File: config.mk
export PLATFORM = sky130hd
export DESIGN_NAME = smr_queue
export DESIGN_NICKNAME = d
export VERILOG_FILES = /design/src/design/spiral_matrix_readout_assert.svh /design/src/design/smr_queue.sv
export SDC_FILE = /design/constraint.sdc
export NUM_CORES = 1
export LEC_CHECK = 0
export ABC_AREA = 1
export ABC_CLOCK_PERIOD_IN_PS = 4100
export BUFFER_PORTS_ARGS = -buffer_cell sky130_fd_sc_hd__buf_2
export CORE_UTILIZATION = 56
export CTS_BUF_LIST = sky130_fd_sc_hd__clkbuf_8
export CTS_CLUSTER_DIAMETER = 60
export DETAILED_ROUTE_END_ITERATION = 8
export PLACE_DENSITY_LB_ADDON = 0.05
export SETUP_SLACK_MARGIN = 0.5
export SYNTH_ARGS = -nofsm -noshare
export SYNTH_HDL_FRONTEND = slang
export SYNTH_SLANG_ARGS = --single-unit
File: constraint.sdc
create_clock -name clk -period 4.1 [get_ports clk]
set_clock_uncertainty 0.1 [all_clocks]
set_input_delay 0.82 -clock clk [delete_from_list [all_inputs] [get_ports clk]]
set_output_delay 0.82 -clock clk [all_outputs]
set_load 0.05 [all_outputs]
File: src/design/spiral_matrix_readout_assert.svh
// Assertion macros for the spiral matrix readout.
// Each macro expects signals named clk and rst in the using scope.
`ifndef SPIRAL_MATRIX_READOUT_ASSERT_SVH
`define SPIRAL_MATRIX_READOUT_ASSERT_SVH

// Same-cycle implication, checked outside reset.
`define SMR_ASSERT_SAME(label, ante, cons, msg) \
  label: assert property (@(posedge clk) disable iff (rst) (ante) |-> (cons)) \
    else $error(msg);

// Next-cycle implication, checked outside reset.
`define SMR_ASSERT_NEXT(label, ante, cons, msg) \
  label: assert property (@(posedge clk) disable iff (rst) (ante) |=> (cons)) \
    else $error(msg);

`endif

File: src/design/smr_queue.sv
`default_nettype none

module smr_queue #(
  parameter int unsigned WIDTH = 8,
  parameter int unsigned DEPTH = 2
) (
  input  wire logic             clk,
  input  wire logic             rst,
  input  wire logic             in_valid,
  output logic                  in_ready,
  input  wire logic [WIDTH-1:0] in_data,
  output logic                  out_valid,
  input  wire logic             out_ready,
  output logic      [WIDTH-1:0] out_data
);
  localparam int unsigned PW = (DEPTH > 1) ? $clog2(DEPTH) : 1;
  localparam int unsigned NW = $clog2(DEPTH + 1);

  logic [WIDTH-1:0] slots [DEPTH];
  logic [PW-1:0]    wr_ptr;
  logic [PW-1:0]    rd_ptr;
  logic [NW-1:0]    fill;
  logic             push;
  logic             pop;

  assign in_ready  = (fill != NW'(DEPTH));
  assign out_valid = (fill != '0);
  assign out_data  = slots[rd_ptr];
  assign push      = in_valid && in_ready;
  assign pop       = out_valid && out_ready;

  // Storage
  always_ff @(posedge clk) begin
    if (push) begin
      slots[wr_ptr] <= in_data;
    end
  end

  // Pointers and fill level
  always_ff @(posedge clk) begin
    if (rst) begin
      wr_ptr <= '0;
      rd_ptr <= '0;
      fill   <= '0;
    end else begin
      if (push) begin
        wr_ptr <= (wr_ptr == PW'(DEPTH - 1)) ? '0 : PW'(wr_ptr + 1'b1);
      end
      if (pop) begin
        rd_ptr <= (rd_ptr == PW'(DEPTH - 1)) ? '0 : PW'(rd_ptr + 1'b1);
      end
      if (push && !pop) begin
        fill <= NW'(fill + 1'b1);
      end else if (pop && !push) begin
        fill <= NW'(fill - 1'b1);
      end
    end
  end
endmodule

`default_nettype wire

==> results of run 1 <==
## final timing paths
path,start,endpoint,cells after the start
worst max-delay path,flip-flop,out_data[6],2
worst min-delay path,fill[0]$_SDFFE_PP0P_,fill[0]$_SDFFE_PP0P_,1
worst max register to register,fill[0]$_SDFFE_PP0P_,slots[1][3]$_DFFE_PP_,4
worst min register to register,fill[0]$_SDFFE_PP0P_,fill[0]$_SDFFE_PP0P_,1
## cell usage after synthesis
cell | n | share of area (%)
sky130_fd_sc_hd__clkinv_2 | 1 | 0.61
sky130_fd_sc_hd__dfxtp_1 | 5 | 12
sky130_fd_sc_hd__nand4_1 | 1 | 0.76
sky130_fd_sc_hd__mux2_2 | 8 | 11
sky130_fd_sc_hd__nand2_4 | 1 | 1.4
sky130_fd_sc_hd__nand3_1 | 2 | 1.2
sky130_fd_sc_hd__nor2_1 | 7 | 3.2
sky130_fd_sc_hd__inv_2 | 1 | 0.45
sky130_fd_sc_hd__inv_1 | 6 | 2.7
sky130_fd_sc_hd__o21ai_1 | 1 | 0.61
sky130_fd_sc_hd__edfxtp_1 | 16 | 58
sky130_fd_sc_hd__o21ai_0 | 1 | 0.61
sky130_fd_sc_hd__ha_1 | 1 | 1.5
sky130_fd_sc_hd__nand2_1 | 7 | 3.2
sky130_fd_sc_hd__nand2_2 | 1 | 0.76
sky130_fd_sc_hd__a21oi_1 | 2 | 1.2
sky130_fd_sc_hd__buf_2 | 1 | 0.61
## flip-flops by register name (all words and copies together), names as in the netlist, named ones only
signal,count
fill,2
rd_ptr,1
slots,16
wr_ptr,1
## per-layer routing
metal,global-route usage [%],up-vias,wire (um)
met2,33.3,18,690
li1,-,260,-
met1,20.5,246,581
met3,5.56,5,99
met5,0,-,0
met4,12.5,0,41
## kinds of logic after synthesis
group | after synthesis | synth area share, %
buffers and inverters | 9 | 4.39
adder cells (fa/ha/maj) | 1 | 1.51
AO/OA/AOI/OAI | 4 | 2.42
flip-flops | 21 | 70.3
AND/OR/NAND/NOR | 19 | 10.5
multiplexers | 8 | 10.9
## cell type report
class                           count  area, um2
Sequential cell                    21        581
Fill cell                          98        344
Multi-Input combinational cell     32        209
Timing Repair Buffer               21        105
Clock buffer                        3       41.3
Inverter                            8       31.3
Tap cell                           15       18.8
Clock inverter                      1       3.75
## critical path, cell delays in order (launching register included)
cell and delay, ns:
sky130_fd_sc_hd__dfxtp_1 0.54, sky130_fd_sc_hd__mux2_2 0.38, sky130_fd_sc_hd__buf_2 0.21
## metrics by stage
| step | cell area (um2) | util, % | instances | total power (uW) | hold slack (ns) |
|---|---|---|---|---|---|
| floorplan | 826 | - | 62 | 523 | 0.354 |
| global placement | 945 | 70.8 | 97 | 570 | 0.373 |
| detailed placement | 945 | 70.8 | 97 | 581 | 0.409 |
| CTS | 990 | 74.2 | 101 | 712 | 0.420 |
| global route | 990 | 74.2 | 101 | 742 | 0.429 |
| finish | 990 | 74.2 | 101 | 709 | 0.423 |
## power by group
group	internal (uW)	switching, uW
clock	66.8	65.0
sequential	272	25.5
combinational	76.4	203
==> qor.tcl, run 1 <==
set qor(outcome) {finished clean}
set qor(synthesis.nets) 75
set qor(cts_htree_levels) 1
set qor(period_needed_ns) 2.32
set qor(detailedPlacementHpwl_um) 993
set qor(ys_seq_area_share_pct) 70.3
set qor(post_synth_instance_area_um2) 826
set qor(critical_path_required_ns) 3.18
set qor(tritoncts) {yes}
set qor(effective_utilization_at_floorplan_pct) 61.9
set qor(hold_path_class) {reg -> reg}
set qor(cts.repair_timing.setup_buffer_count) 0
set qor(timing.max_slew.rel_slack_pct) 51.7
set qor(setup-tns-final_ns) 0
set qor(drc) 0
set qor(first_global_vias) 480
set qor(crit_arrival_ns) 1.40
set qor(reg2reg_setup_slack_ns) 2.47
set qor(grt_antenna_before_repair) 0
set qor(yosys_warnings) 0
set qor(timing.critical_path.fanout_max) 8
set qor(floorplan.io_pins) 22
set qor(input_output_buffers) 21
set qor(detail_route.wl_per_cell_um) 14.0
set qor(critical_path.startpoint_type) {flip-flop}
set qor(drv_cap) 0
set qor(slew_viol_final) 0
set qor(timing_hold_violations_final) 0
set qor(setup.worst_path.class) {reg -> out}
set qor(mostFrequentLayoutCell) {sky130_fd_sc_hd__buf_2}
set qor(clk_path_buf_depth) 2
set qor(drive_gt1_share_pct) 41.9
set qor(die_width_um) 40.4
set qor(most-common-layout-cells) {sky130_fd_sc_hd__buf_2 (21), sky130_fd_sc_hd__edfxtp_1 (16), sky130_fd_sc_hd__mux2_2 (8)}
set qor(share_of_the_clock_period_used_by_the_worst_path_pct) 56.7
set qor(static-leakage-power_uw) 0.000419
set qor(drtAntennaViolNets) 0
set qor(largest_net_degree_at_the_start_of_global_routing) 12
set qor(num_rows) 13
set qor(max_freq_mhz) 431
set qor(postSynthRegisterBits) 21
set qor(detail_route.vias_per_cell) 5.24
set qor(core-area_um2) 1330
set qor(worst_case_setup_margin_in_the_final_layout_ns) 1.78
set qor(remaining_overflow_grt) 0
set qor(clkLatencyLatePin_ns) 0.26
set qor(grt_first_pass_wirelength_um) 1930
set qor(numCtsBuffers) 3
set qor(clock-sinks) 21
set qor(grt.total_usage_pct) 19.4
set qor(postSynthCellCount) 62
set qor(holdBufCountCts) 0
set qor(num_antenna_cells) 0
set qor(grt_setup_unrepaired) {no}
set qor(clock_slew_at_reported_path_ffs_ns) 0.07
set qor(die_height_um) 40.4
set qor(starting_drc_count_in_detailed_routing) 10
set qor(ys_types) 17
set qor(vias) 529
set qor(power_per_cell_area_nw_per_um2) 716
set qor(globalplace.congestion) 0.627
set qor(die-area_um2) 1630
set qor(routed_wirelength_um) 1410
set qor(cts.root.buffer_cell) {sky130_fd_sc_hd__clkbuf_8}
set qor(cp-end-kind) {primary output}
set qor(ir_worst_vdd_v) 0.000371
set qor(post_synth.cell_area_avg_um2) 13.3
set qor(detail_route.first_pass.iterations) 4
set qor(max_slew.worst_pin.slew_ns) 0.721
set qor(post-place-ws_ns) 2.06
set qor(design.final.nets) 100
set qor(postCtsResizedCells) 0
set qor(report.final.setup_viol) 0
set qor(area_delta_synth_final_pct) 19.8
Power figures use the tool's default switching activity.
==> run 2, diff against run 1 <==
--- a/config.mk
+++ b/config.mk
@@ -6,9 +6,9 @@
 export NUM_CORES = 1
 export LEC_CHECK = 0
 export ABC_AREA = 1
-export ABC_CLOCK_PERIOD_IN_PS = 4100
+export ABC_CLOCK_PERIOD_IN_PS = 2000
 export BUFFER_PORTS_ARGS = -buffer_cell sky130_fd_sc_hd__buf_2
-export CORE_UTILIZATION = 56
+export CORE_UTILIZATION = 47
 export CTS_BUF_LIST = sky130_fd_sc_hd__clkbuf_8
 export CTS_CLUSTER_DIAMETER = 60
 export DETAILED_ROUTE_END_ITERATION = 8
==> constraint.sdc (replaced) <==
create_clock -name clk -period 2 [get_ports clk]
set_clock_uncertainty 0.1 [all_clocks]
set_input_delay 0.4 -clock clk [delete_from_list [all_inputs] [get_ports clk]]
set_output_delay 0.4 -clock clk [all_outputs]
set_load 0.05 [all_outputs]
==> run 2 against run 1 <==
The flow now finishes with violations (design-rule violations). Final cell count is 6.9% higher. Die area is 18% higher. Critical path type unchanged. Count of clock-buffer cells in the layout stayed put. Critical path depth stayed put. Flip-flop and latch count stayed put. Non-clock buffer count is 6 higher. Hold slack worse by 0.19 ns. Sequential share of layout area is 7.1 points lower. Clock power is 96% higher. Highest routed layer is now met3. Core utilization is 2.0 points lower. Sequential power is 110% higher.
==> qor.tcl, run 2 (synthesis gave the netlist of run 1 again) <==
set qor(detail_route.wl_per_cell_um) 12.2 ;# -13%
set qor(floorplan.io_pins) 22 ;# unchanged
set qor(static-leakage-power_uw) 0.000502 ;# +20%
set qor(holdBufCountCts) 0 ;# unchanged
set qor(period_needed_ns) 1.67
set qor(grt_first_pass_wirelength_um) 1950 ;# +1.0%
set qor(outcome) {complete, but fails checks}
set qor(slew_viol_final) 0 ;# unchanged
set qor(holdPathEnd) {slots[1][1]$_DFFE_PP_}
set qor(largest_net_degree_at_the_start_of_global_routing) 12 ;# unchanged
set qor(share_of_the_clock_period_used_by_the_worst_path_pct) 83.6
set qor(worst_hold_startpoint) {in_data[1]}
set qor(design_area_um2) 1140 ;# +15%
set qor(clk_path_buf_depth) 2 ;# unchanged
set qor(die_height_um) 43.9 ;# +8.7%
set qor(largest_registers) {slots: 16 flops, fill: 2 flops}
set qor(m1_wl_um) 549 ;# -5.5%
set qor(min_path_cells) 1 ;# unchanged
set qor(critical_path.startpoint_type) {flip-flop}
set qor(drtAntennaViolNets) 0 ;# unchanged
set qor(clock-sinks) 21 ;# unchanged
set qor(design.final.nets) 106 ;# +6.0%
set qor(cp-end-kind) {primary output}
set qor(drive_gt1_share_pct) 51.1 ;# +9.2 points
set qor(cts_htree_levels) 1 ;# unchanged
set qor(die-area_um2) 1930 ;# +18%
set qor(place_area_um2) 978 ;# +3.6%
set qor(numCtsBuffers) 3 ;# unchanged
set qor(mostFrequentLayoutCell) {sky130_fd_sc_hd__edfxtp_1}
set qor(top_register) {slots}
set qor(drc) 2 ;# +2
set qor(detailedPlacementHpwl_um) 860 ;# -13%
set qor(met2_wirelength_um) 702 ;# +1.7%
set qor(detail_route.vias_per_cell) 4.95 ;# -5.4%
set qor(largest_reg_flops) 16 ;# unchanged
set qor(timing.critical_path.fanout_max) 8 ;# unchanged
set qor(grt_antenna_before_repair) 0 ;# unchanged
set qor(critical_path_required_ns) 1.50 ;# -1.68 ns
set qor(input_output_buffers) 21 ;# unchanged
set qor(core-area_um2) 1580 ;# +18%
set qor(starting_drc_count_in_detailed_routing) 11 ;# +1
set qor(failed_checks) {design-rule violations}
set qor(crit_arrival_ns) 1.17 ;# -0.23 ns
set qor(drv_cap) 0 ;# unchanged
set qor(cts.root.buffer_cell) {sky130_fd_sc_hd__clkbuf_8}
set qor(routed_wirelength_um) 1320 ;# -6.7%
set qor(setup-tns-final_ns) 0 ;# unchanged
set qor(r2r_start) {fill[0]$_SDFFE_PP0P_}
set qor(timing_hold_violations_final) 0 ;# unchanged
set qor(first_global_vias) 496 ;# +3.3%
set qor(most-common-layout-cells) {sky130_fd_sc_hd__edfxtp_1 (16), sky130_fd_sc_hd__buf_2 (11), sky130_fd_sc_hd__buf_6 (9)}
set qor(grt_setup_unrepaired) {yes}
set qor(clkLatencyLatePin_ns) 0.25 ;# about the same
set qor(ir_worst_vdd_v) 0.000920 ;# +150%
set qor(max_freq_mhz) 598
set qor(clock_slew_at_reported_path_ffs_ns) 0.07 ;# about the same
set qor(grt.total_usage_pct) 14.5 ;# -5.0 points
set qor(tritoncts) {yes}
set qor(effective_utilization_at_floorplan_pct) 52.4 ;# -9.5 points
set qor(worst_r2r_endpoint) {fill[1]$_SDFFE_PP0P_}
set qor(reg2reg_setup_slack_ns) 0.60 ;# -1.87 ns
set qor(detail_route.first_pass.iterations) 6 ;# +2
set qor(num_antenna_cells) 0 ;# unchanged
set qor(die_width_um) 43.9 ;# +8.7%
set qor(remaining_overflow_grt) 0 ;# unchanged
set qor(area_delta_synth_final_pct) 37.9
set qor(report.final.setup_viol) 0 ;# unchanged
set qor(globalplace.congestion) 0.645 ;# +3.0%
set qor(hold_ws_ns) 0.234 ;# -0.189 ns
set qor(vias) 535 ;# +1.1%
set qor(setup.worst_path.class) {reg -> out}
set qor(timing.max_slew.rel_slack_pct) 89.2 ;# +38 points
set qor(num_rows) 14 ;# +1
set qor(worstRegToRegCells) 10 ;# +6
set qor(met3WireLength_um) 67 ;# -32%
set qor(hold_path_class) {in -> reg}
set qor(max_slew.worst_pin.slew_ns) 0.161 ;# -0.561 ns
set qor(power_per_cell_area_nw_per_um2) 1440 ;# +100%
set qor(maxUsedRoutingLayer) {met3}
-- run 2: timing repair --
item	in CTS	in global routing
pin swaps	0	1
cloned	0	0
gates resized for setup	28	5
endpoints found under the setup margin	10	12
buffers inserted	0	2
-- run 2: worst max path at each step --
| stage | start | end | slack [ns] |
|---|---|---|---|
| 6_report | flip-flop | out_data[2] | 0.33 |
| 5_1_grt | flip-flop | out_data[2] | 0.29 |
| 4_1_cts | flip-flop | out_data[0] | 0.32 |
| 3_5_place_dp | flip-flop | out_data[0] | 0.38 |
| 3_3_place_gp | flip-flop | out_data[0] | 0.38 |
| 2_1_floorplan | fill[0]$_SDFFE_PP0P_ | slots[1][0]$_DFFE_PP_ | 0.40 |
-- run 2: area by class of cell --
class / instances / area (um2)
Sequential cell: 21 / 587
Fill cell: 114 / 438
Multi-Input combinational cell: 32 / 246
Timing Repair Buffer: 27 / 209
Clock buffer: 3 / 41.3
Inverter: 8 / 31.3
Tap cell: 16 / 20.0
Clock inverter: 1 / 3.75
-- run 2: critical path, stage by stage (launching register included) --
cell and delay [ns]:
sky130_fd_sc_hd__dfxtp_4 0.44, sky130_fd_sc_hd__mux2_4 0.33, sky130_fd_sc_hd__buf_6 0.15
-- run 2: routing by layer --
metal  vias up  global-route usage [%]
met5         -                       0
met4         0                    3.64
met3         0                    5.00
met2        15                    26.0
met1       247                    16.5
li1        273                       -
-- run 2: power by group --
group / internal (uW) / total, uW / switching, uW
clock network: 136 / 259 / 123
logic: 310 / 752 / 442
registers: 565 / 626 / 60.3
-- run 2: metrics by stage --
| stage | worst slack, ns | total power [uW] | utilization [%] | cells |
|---|---|---|---|---|
| after floorplan | 0.404 | 1080 | - | 62 |
| after global placement | 0.381 | 1200 | 62.1 | 102 |
| after detailed placement | 0.377 | 1210 | 62.1 | 102 |
| after CTS | 0.320 | 1590 | 70.6 | 106 |
| after global routing | 0.290 | 1720 | 72.2 | 108 |
| final | 0.328 | 1640 | 72.2 | 108 |
