[src/design/spiral_matrix_readout_assert.svh]
// Assertion macros for the spiral matrix readout.
// Each macro expects signals named clk and rst in the using scope.
`ifndef SPIRAL_MATRIX_READOUT_ASSERT_SVH
`define SPIRAL_MATRIX_READOUT_ASSERT_SVH

// Same-cycle implication, checked outside reset.
`define SMR_ASSERT_SAME(label, ante, cons, msg) \
  label: assert property (@(posedge clk) disable iff (rst) (ante) |-> (cons)) \
    else $error(msg);

// Next-cycle implication, checked outside reset.
`define SMR_ASSERT_NEXT(label, ante, cons, msg) \
  label: assert property (@(posedge clk) disable iff (rst) (ante) |=> (cons)) \
    else $error(msg);

`endif

[src/design/smr_pkg.sv]
`default_nettype none

package smr_pkg;

  // Defaults for the top-level size parameters
  localparam int unsigned MAX_ROWS_DEF    = 16;
  localparam int unsigned MAX_COLUMNS_DEF = 16;

  // Fixed field widths
  localparam int unsigned SIZE_W      = 5;
  localparam int unsigned DATA_W      = 32;
  localparam int unsigned POS_W       = 4;
  localparam int unsigned CFG_INDEX_W = 2;
  localparam int unsigned QUEUE_DEPTH = 2;

  // Register reset values
  localparam logic [SIZE_W-1:0] ROW_COUNT_RST    = 5'd16;
  localparam logic [SIZE_W-1:0] COLUMN_COUNT_RST = 5'd16;

  typedef enum logic [0:0] {
    OP_LOAD = 1'b0,
    OP_READ = 1'b1
  } op_t;

  typedef enum logic [CFG_INDEX_W-1:0] {
    REG_ROW_COUNT    = 2'd0,
    REG_COLUMN_COUNT = 2'd1
  } reg_index_t;

  typedef enum logic [1:0] {
    DIR_RIGHT = 2'd0,
    DIR_DOWN  = 2'd1,
    DIR_LEFT  = 2'd2,
    DIR_UP    = 2'd3
  } dir_t;

  // One classified item on its way from front to back
  typedef struct packed {
    op_t                      op;
    logic signed [DATA_W-1:0] value;
    logic [POS_W-1:0]         row;
    logic [POS_W-1:0]         column;
    logic                     final_flag;
  } entry_t;

  // Size register to size in use: zero reads as one, clamp at the limit
  function automatic int unsigned eff_size(input logic [SIZE_W-1:0] v,
                                           input int unsigned lim);
    if (v == '0) begin
      return 1;
    end
    if (int'(v) > lim) begin
      return lim;
    end
    return int'(v);
  endfunction

endpackage

`default_nettype wire

[src/design/smr_cmd_if.sv]
`default_nettype none

interface smr_cmd_if
  import smr_pkg::*;
();
  logic                     valid;
  logic                     ready;
  logic                     op;
  logic signed [DATA_W-1:0] element_value;

  modport source (output valid, output op, output element_value, input ready);
  modport sink   (input valid, input op, input element_value, output ready);
endinterface

`default_nettype wire

[src/design/smr_front.sv]
`default_nettype none

module smr_front
  import smr_pkg::*;
#(
  parameter int unsigned MAX_ROWS    = MAX_ROWS_DEF,
  parameter int unsigned MAX_COLUMNS = MAX_COLUMNS_DEF
) (
  input  wire logic                    clk,
  input  wire logic                    rst,
  input  wire logic                    cfg_wr_en,
  input  wire logic [CFG_INDEX_W-1:0]  cfg_index,
  input  wire logic [SIZE_W-1:0]       cfg_data,
  smr_cmd_if.sink                      cmd,
  input  wire logic                    clearing,
  input  wire logic                    q_ready,
  output logic                         q_valid,
  output entry_t                       q_entry,
  output logic [(MAX_ROWS * MAX_COLUMNS > 1 ? $clog2(MAX_ROWS * MAX_COLUMNS) : 1)-1:0] q_addr
);
  localparam int unsigned DEPTH = MAX_ROWS * MAX_COLUMNS;
  localparam int unsigned AW    = (DEPTH > 1) ? $clog2(DEPTH) : 1;
  localparam int unsigned NW    = $clog2(DEPTH + 1);
  localparam int unsigned RW    = (MAX_ROWS > 1) ? $clog2(MAX_ROWS) : 1;
  localparam int unsigned CW    = (MAX_COLUMNS > 1) ? $clog2(MAX_COLUMNS) : 1;
  localparam int unsigned ERW   = $clog2(MAX_ROWS + 1);
  localparam int unsigned ECW   = $clog2(MAX_COLUMNS + 1);

  logic [SIZE_W-1:0] row_count, row_count_next;
  logic [SIZE_W-1:0] column_count, column_count_next;
  logic [AW-1:0]     load_pointer, load_pointer_next;
  logic [RW-1:0]     top_bound, top_bound_next;
  logic [RW-1:0]     bottom_bound, bottom_bound_next;
  logic [CW-1:0]     left_bound, left_bound_next;
  logic [CW-1:0]     right_bound, right_bound_next;
  dir_t              walk_direction, walk_direction_next;
  logic [RW-1:0]     current_row, current_row_next;
  logic [CW-1:0]     current_column, current_column_next;
  logic [NW-1:0]     emitted_count, emitted_count_next;

  logic              cfg_hit;
  logic              accept;
  logic              is_read;
  logic              last;
  logic [ERW-1:0]    eff_rows, eff_rows_rs;
  logic [ECW-1:0]    eff_cols, eff_cols_rs;
  logic [NW-1:0]     total;
  logic [AW-1:0]     read_addr;
  logic [NW-1:0]     load_inc;

  // Sizes in use and derived address
  assign eff_rows  = ERW'(eff_size(row_count, MAX_ROWS));
  assign eff_cols  = ECW'(eff_size(column_count, MAX_COLUMNS));
  assign total     = NW'(NW'(eff_rows) * NW'(eff_cols));
  assign read_addr = AW'(AW'(current_row) * AW'(eff_cols) + AW'(current_column));
  assign last      = (NW'(emitted_count + 1'b1) >= total);
  assign load_inc  = NW'(NW'(load_pointer) + 1'b1);

  // Handshake and classification
  assign cmd.ready = !clearing && q_ready;
  assign accept    = cmd.valid && cmd.ready;
  assign is_read   = (op_t'(cmd.op) == OP_READ);
  assign q_valid   = accept;

  always_comb begin
    q_entry.op         = op_t'(cmd.op);
    q_entry.value      = cmd.element_value;
    q_entry.row        = POS_W'(current_row);
    q_entry.column     = POS_W'(current_column);
    q_entry.final_flag = is_read && last;
    q_addr             = is_read ? read_addr : load_pointer;
  end

  // Register writes
  always_comb begin
    row_count_next    = row_count;
    column_count_next = column_count;
    cfg_hit           = 1'b0;
    if (cfg_wr_en) begin
      case (cfg_index)
        REG_ROW_COUNT: begin
          row_count_next = cfg_data;
          cfg_hit        = 1'b1;
        end
        REG_COLUMN_COUNT: begin
          column_count_next = cfg_data;
          cfg_hit           = 1'b1;
        end
        default: begin
          cfg_hit = 1'b0;
        end
      endcase
    end
  end

  // Restart values follow the sizes after any register write
  assign eff_rows_rs = ERW'(eff_size(row_count_next, MAX_ROWS));
  assign eff_cols_rs = ECW'(eff_size(column_count_next, MAX_COLUMNS));

  // Load pointer and spiral walk
  always_comb begin
    load_pointer_next   = load_pointer;
    top_bound_next      = top_bound;
    bottom_bound_next   = bottom_bound;
    left_bound_next     = left_bound;
    right_bound_next    = right_bound;
    walk_direction_next = walk_direction;
    current_row_next    = current_row;
    current_column_next = current_column;
    emitted_count_next  = emitted_count;
    if (cfg_hit || (accept && is_read && last)) begin
      top_bound_next      = '0;
      bottom_bound_next   = RW'(eff_rows_rs - 1'b1);
      left_bound_next     = '0;
      right_bound_next    = CW'(eff_cols_rs - 1'b1);
      walk_direction_next = DIR_RIGHT;
      current_row_next    = '0;
      current_column_next = '0;
      emitted_count_next  = '0;
      if (cfg_hit) begin
        load_pointer_next = '0;
      end
    end else if (accept && !is_read) begin
      load_pointer_next = (load_inc >= total) ? '0 : AW'(load_inc);
    end else if (accept) begin
      emitted_count_next = NW'(emitted_count + 1'b1);
      case (walk_direction)
        DIR_RIGHT: begin
          if (current_column < right_bound) begin
            current_column_next = CW'(current_column + 1'b1);
          end else begin
            top_bound_next      = RW'(top_bound + 1'b1);
            walk_direction_next = DIR_DOWN;
            current_row_next    = RW'(current_row + 1'b1);
          end
        end
        DIR_DOWN: begin
          if (current_row < bottom_bound) begin
            current_row_next = RW'(current_row + 1'b1);
          end else begin
            right_bound_next    = CW'(right_bound - 1'b1);
            walk_direction_next = DIR_LEFT;
            current_column_next = CW'(current_column - 1'b1);
          end
        end
        DIR_LEFT: begin
          if (current_column > left_bound) begin
            current_column_next = CW'(current_column - 1'b1);
          end else begin
            bottom_bound_next   = RW'(bottom_bound - 1'b1);
            walk_direction_next = DIR_UP;
            current_row_next    = RW'(current_row - 1'b1);
          end
        end
        default: begin
          if (current_row > top_bound) begin
            current_row_next = RW'(current_row - 1'b1);
          end else begin
            left_bound_next     = CW'(left_bound + 1'b1);
            walk_direction_next = DIR_RIGHT;
            current_column_next = CW'(current_column + 1'b1);
          end
        end
      endcase
    end
  end

  always_ff @(posedge clk) begin
    if (rst) begin
      row_count      <= ROW_COUNT_RST;
      column_count   <= COLUMN_COUNT_RST;
      load_pointer   <= '0;
      top_bound      <= '0;
      bottom_bound   <= RW'(eff_size(ROW_COUNT_RST, MAX_ROWS) - 1);
      left_bound     <= '0;
      right_bound    <= CW'(eff_size(COLUMN_COUNT_RST, MAX_COLUMNS) - 1);
      walk_direction <= DIR_RIGHT;
      current_row    <= '0;
      current_column <= '0;
      emitted_count  <= '0;
    end else begin
      row_count      <= row_count_next;
      column_count   <= column_count_next;
      load_pointer   <= load_pointer_next;
      top_bound      <= top_bound_next;
      bottom_bound   <= bottom_bound_next;
      left_bound     <= left_bound_next;
      right_bound    <= right_bound_next;
      walk_direction <= walk_direction_next;
      current_row    <= current_row_next;
      current_column <= current_column_next;
      emitted_count  <= emitted_count_next;
    end
  end
endmodule

`default_nettype wire

[src/flat_wrapper.sv]
// flat-port wrapper written by rule: the top's interface ports become plain ports
module smr_front_flat import smr_pkg::*;
#(
  parameter int unsigned MAX_ROWS    = MAX_ROWS_DEF,
  parameter int unsigned MAX_COLUMNS = MAX_COLUMNS_DEF
)
  (clk, rst, cfg_wr_en, cfg_index, cfg_data, clearing, q_ready, q_valid, q_entry, q_addr, cmd_valid, cmd_op, cmd_element_value, cmd_ready);
  smr_cmd_if cmd_i ();
  input  wire logic clk;
  input  wire logic rst;
  input  wire logic cfg_wr_en;
  input  wire logic [CFG_INDEX_W-1:0] cfg_index;
  input  wire logic [SIZE_W-1:0] cfg_data;
  input  wire logic clearing;
  input  wire logic q_ready;
  output logic q_valid;
  output entry_t q_entry;
  output logic [(MAX_ROWS * MAX_COLUMNS > 1 ? $clog2(MAX_ROWS * MAX_COLUMNS) : 1)-1:0] q_addr;
  input wire logic [$bits(cmd_i.valid)-1:0] cmd_valid;
  input wire logic [$bits(cmd_i.op)-1:0] cmd_op;
  input wire logic [$bits(cmd_i.element_value)-1:0] cmd_element_value;
  output wire logic [$bits(cmd_i.ready)-1:0] cmd_ready;
  assign cmd_i.valid = cmd_valid;
  assign cmd_i.op = cmd_op;
  assign cmd_i.element_value = cmd_element_value;
  assign cmd_ready = cmd_i.ready;
  smr_front #(.MAX_ROWS(MAX_ROWS), .MAX_COLUMNS(MAX_COLUMNS)) u_core (.clk(clk), .rst(rst), .cfg_wr_en(cfg_wr_en), .cfg_index(cfg_index), .cfg_data(cfg_data), .cmd(cmd_i), .clearing(clearing), .q_ready(q_ready), .q_valid(q_valid), .q_entry(q_entry), .q_addr(q_addr));
endmodule
[config.mk]
export PLATFORM = sky130hd
export DESIGN_NAME = smr_front_flat
export DESIGN_NICKNAME = d
export VERILOG_FILES = /design/src/design/spiral_matrix_readout_assert.svh /design/src/design/smr_pkg.sv /design/src/design/smr_cmd_if.sv /design/src/design/smr_front.sv /design/src/flat_wrapper.sv
export SDC_FILE = /design/constraint.sdc
export NUM_CORES = 1
export LEC_CHECK = 0
export BUFFER_PORTS_ARGS = -buffer_cell sky130_fd_sc_hd__buf_2
export CORE_MARGIN = 4
export CORE_UTILIZATION = 55
export DETAILED_ROUTE_END_ITERATION = 8
export PLACE_DENSITY = 0.75
export SLEW_MARGIN = 15
export SYNTH_ARGS = -nofsm -noshare
export SYNTH_HDL_FRONTEND = slang
export SYNTH_SLANG_ARGS = --single-unit
[constraint.sdc]
create_clock -name clk -period 6.4 [get_ports clk]
set_input_delay 0.32 -clock clk [delete_from_list [all_inputs] [get_ports clk]]
set_output_delay 0.32 -clock clk [all_outputs]
set_load 0.05 [all_outputs]
==> results.md <==
* Finish-stage setup viols at 0
* Fin crit share at 0.936
* Nets at between 700 and 800
* Clock slew at reported path FFs at ~0.11 ns
* Pwr/cell area at around 120 nW/µm²
* First-pass GRT wire length at ~20 mm
* Clk root buf: clkbuf_8
* Clock latency on the worst-skew pair at roughly 0.31 ns
* Async set-or-reset flop fraction in the synthesized netlist at 0
* Total power at approximately 0.00064 W
* Post-DP HPWL at ~9.5 mm
* Syn avg cell area at 8.22 µm²
* Full die area at between 10000 and 15000 µm²
* Static leakage at ~2.6 nW
* Nature of the critical path endpoint: flip-flop
* Worst-path cell with the longest stage delay: fa_1
* Die H at approximately 110 µm
* Setup CP Type: flip-flop to flip-flop
* Sequential area share after synthesis at 0.196
* DR pass1 iterations at 6
* Yosys warning count at 0
* Multi-input gate area at ~3800 µm²
* # Post-CTS Setup Buffers at 0
* Post-route setup TNS at 0 ns
* Post-synth net total at ~800
* Area leader, netlist: dfxtp_1
* Commonest non-fill, non-tap cell in the layout: ha_1
* DRT Wirelength at about 12 mm
* RSZ-0062 raised after global routing: false
* Startpoint types: flip-flop
* Clock Sinks at 53
* Fmax at between 150 and 200 MHz
* Final Hold Violating Endpoints at 0
* Worst EP arrival at just over 6 ns
* Starting Density at 0.576
* Dpl cells at 769
* Register bit total from synthesis at 53
* Crit-path max FO at 31
* Fin. max-slew vios at 0
* Placeable Area at approximately 9400 µm²
* Count of cell types in the netlist at 56
* Initial antenna violation count at 0
* H-Tree Depth at 2
* Primary FF master, synth: dfxtp_1
* Critical path required time at between 6 and 7 ns
* PortBufs at 33
* Worst path max stage delay at roughly 0.55 ns
* Worst Tran Pin Value at 0.799 ns
* Fin cells at between 700 and 800
* Top cell type's share of synthesized area at 0.196
* CTS Buffer Depth at 2
* Max cap viols at 0
* Post-synth EDFFs at 0
* Row count at 35
* DRC Markers at 0
* Via count at 4421
* Pin count of the biggest net entering global routing at 32
* Commonest cells after routing, fill and taps aside: ha_1, nor2_1, nand2_1
* Fillers at around 850
* N_diodes at 0
* Total track usage at 0.216
* Crit path cell chain: nand2b_1 > or2_2 > fa_1 > fa_1 > fa_1 > inv_1 > ha_1 > a21o_1 > a21oi_1 > xor2_1 > ha_1 > nand2_1 > o31a_1 > maj3_2 > o31ai_2 > buf_6 > nand2_1 > o21ai_0 > ha_1 > nand4_1 > xnor2_1 > o211ai_1
* Routed Antenna Nets at 0
* GP Congestion at about 0.89
* Cell area after synthesis at roughly 5400 µm²
* Slew HR at 0.466
* Total CTS buffers at 5
* Avg WL per Cell at about 15 µm
* Worst Clk Skew at 0.0130 ns
* Status: complete, no violations
* Share of layout cells above drive strength 1 at 0.0927
* Tmin final at between 5 and 6 ns
* GRT Residual Overflow at 0
* Synth-to-layout area growth at 1.27%
* Total I/O pin count at 98
* 1st-iter DRT viols at a little under 400
* Vias in the first global route at ~4300
* Maximum VDD drop at between 0.09 and 0.1 mV
* Hold WC Path Type: input pin to flip-flop
* CTS tree: done
* Largest cells by area after synthesis: dfxtp_1, ha_1, xnor2_1, fa_1, buf_4
* Overall die width at roughly 110 µm
* Vias/cell at 5.70
* Reg area at ~1100 µm²
* Synth Instances at 660
[worst paths after layout]
path | start | slack (ns) | depth (start not counted) | end
worst max-delay path | u_core.column_count[4] | 0.41 | 22 | u_core.bottom_bound[2]
worst max register to register | u_core.column_count[4] | 0.41 | 22 | u_core.bottom_bound[2]
worst min register to register | u_core.column_count[0] | 0.48 | 2 | u_core.column_count[0]
worst min-delay path | cfg_data[0] | 0.26 | 3 | u_core.row_count[0]
[sequential cells by signal (all words and copies together), names as in the netlist]
name / cells
u_core.current_column: 4
u_core.emitted_count: 9
u_core.current_row: 4
u_core.right_bound: 4
u_core.load_pointer: 8
u_core.row_count: 5
u_core.left_bound: 4
u_core.walk_direction: 2
u_core.bottom_bound: 4
u_core.column_count: 5
u_core.top_bound: 4
[worst max-delay path: cells and delay by family, from the launching register on]
kind	cells	cell delay [ns]
adder cells (fa/ha/maj)	7	2.76
AND/OR/NAND/NOR	5	0.91
AO/OA/AOI/OAI	6	1.12
flip-flops	1	0.46
XOR/XNOR	2	0.31
buffers and inverters	2	0.29
[metrics by stage]
step	util	hold WS (ns)	setup WS [ns]	area, µm²
finish	0.583	0.261	0.411	5490
global route	0.583	0.281	0.00551	5490
CTS	0.583	0.259	0.422	5490
detailed placement	0.574	0.462	0.444	5400
global placement	0.574	0.454	0.628	5400
floorplan	-	0.437	0.731	5420
[power by group]
group / total [W] / switching [W] / internal (W)
combinational: 0.000101 / 0.0000648 / 0.0000366
clock: 0.000197 / 0.000121 / 0.0000760
sequential: 0.000344 / 0.00000809 / 0.000336
total: 0.000642 / 0.000194 / 0.000449
[cell usage after synthesis, types with 7 or more instances]
cell      instances
o211ai_1          8
o21ai_0          17
o21a_1            8
xor2_1           16
clkbuf_1         13
fa_1             18
nand4_1           7
nor3_1            9
ha_1             77
xnor2_1          43
nand2_1          55
nand3_1          13
dfxtp_1          53
a21oi_1          34
buf_4            37
nor2_1           67
inv_1            49
a21o_1           16
and3_1            8
nor2b_1          12
nand2b_1         13
and2_1           11
[kinds of logic after synthesis]
family	Yosys count	share of synthesized area
AND/OR/NAND/NOR	219	0.196
AO/OA/AOI/OAI	117	0.143
buffers and inverters	104	0.101
adder cells (fa/ha/maj)	96	0.246
XOR/XNOR	59	0.0953
flip-flops	53	0.196
multiplexers	12	0.0235
[cell type report]
class	instances	area share
timing repair buffer	35	0.0335
sequential	53	0.193
clock inverter	2	0.00296
multi-input combinational	503	0.695
tap	129	0.0294
inverter	49	0.0335
clock buffer	5	0.0125
[routing by layer]
metal,vias up,global-route usage,routed length (µm)
li1,2188,-,-
met1,2062,0.290,5630
met2,133,0.352,5380
met3,38,0.0384,756
met4,0,0.0639,255
met5,-,0,0
[repair_timing]
item | 4_1_cts | 5_1_grt
resized for setup | 0 | 1
hold buffers | 0 | 0
setup endpoints to repair | 0 | 1
No activity file was read; power rests on OpenSTA's default activity.
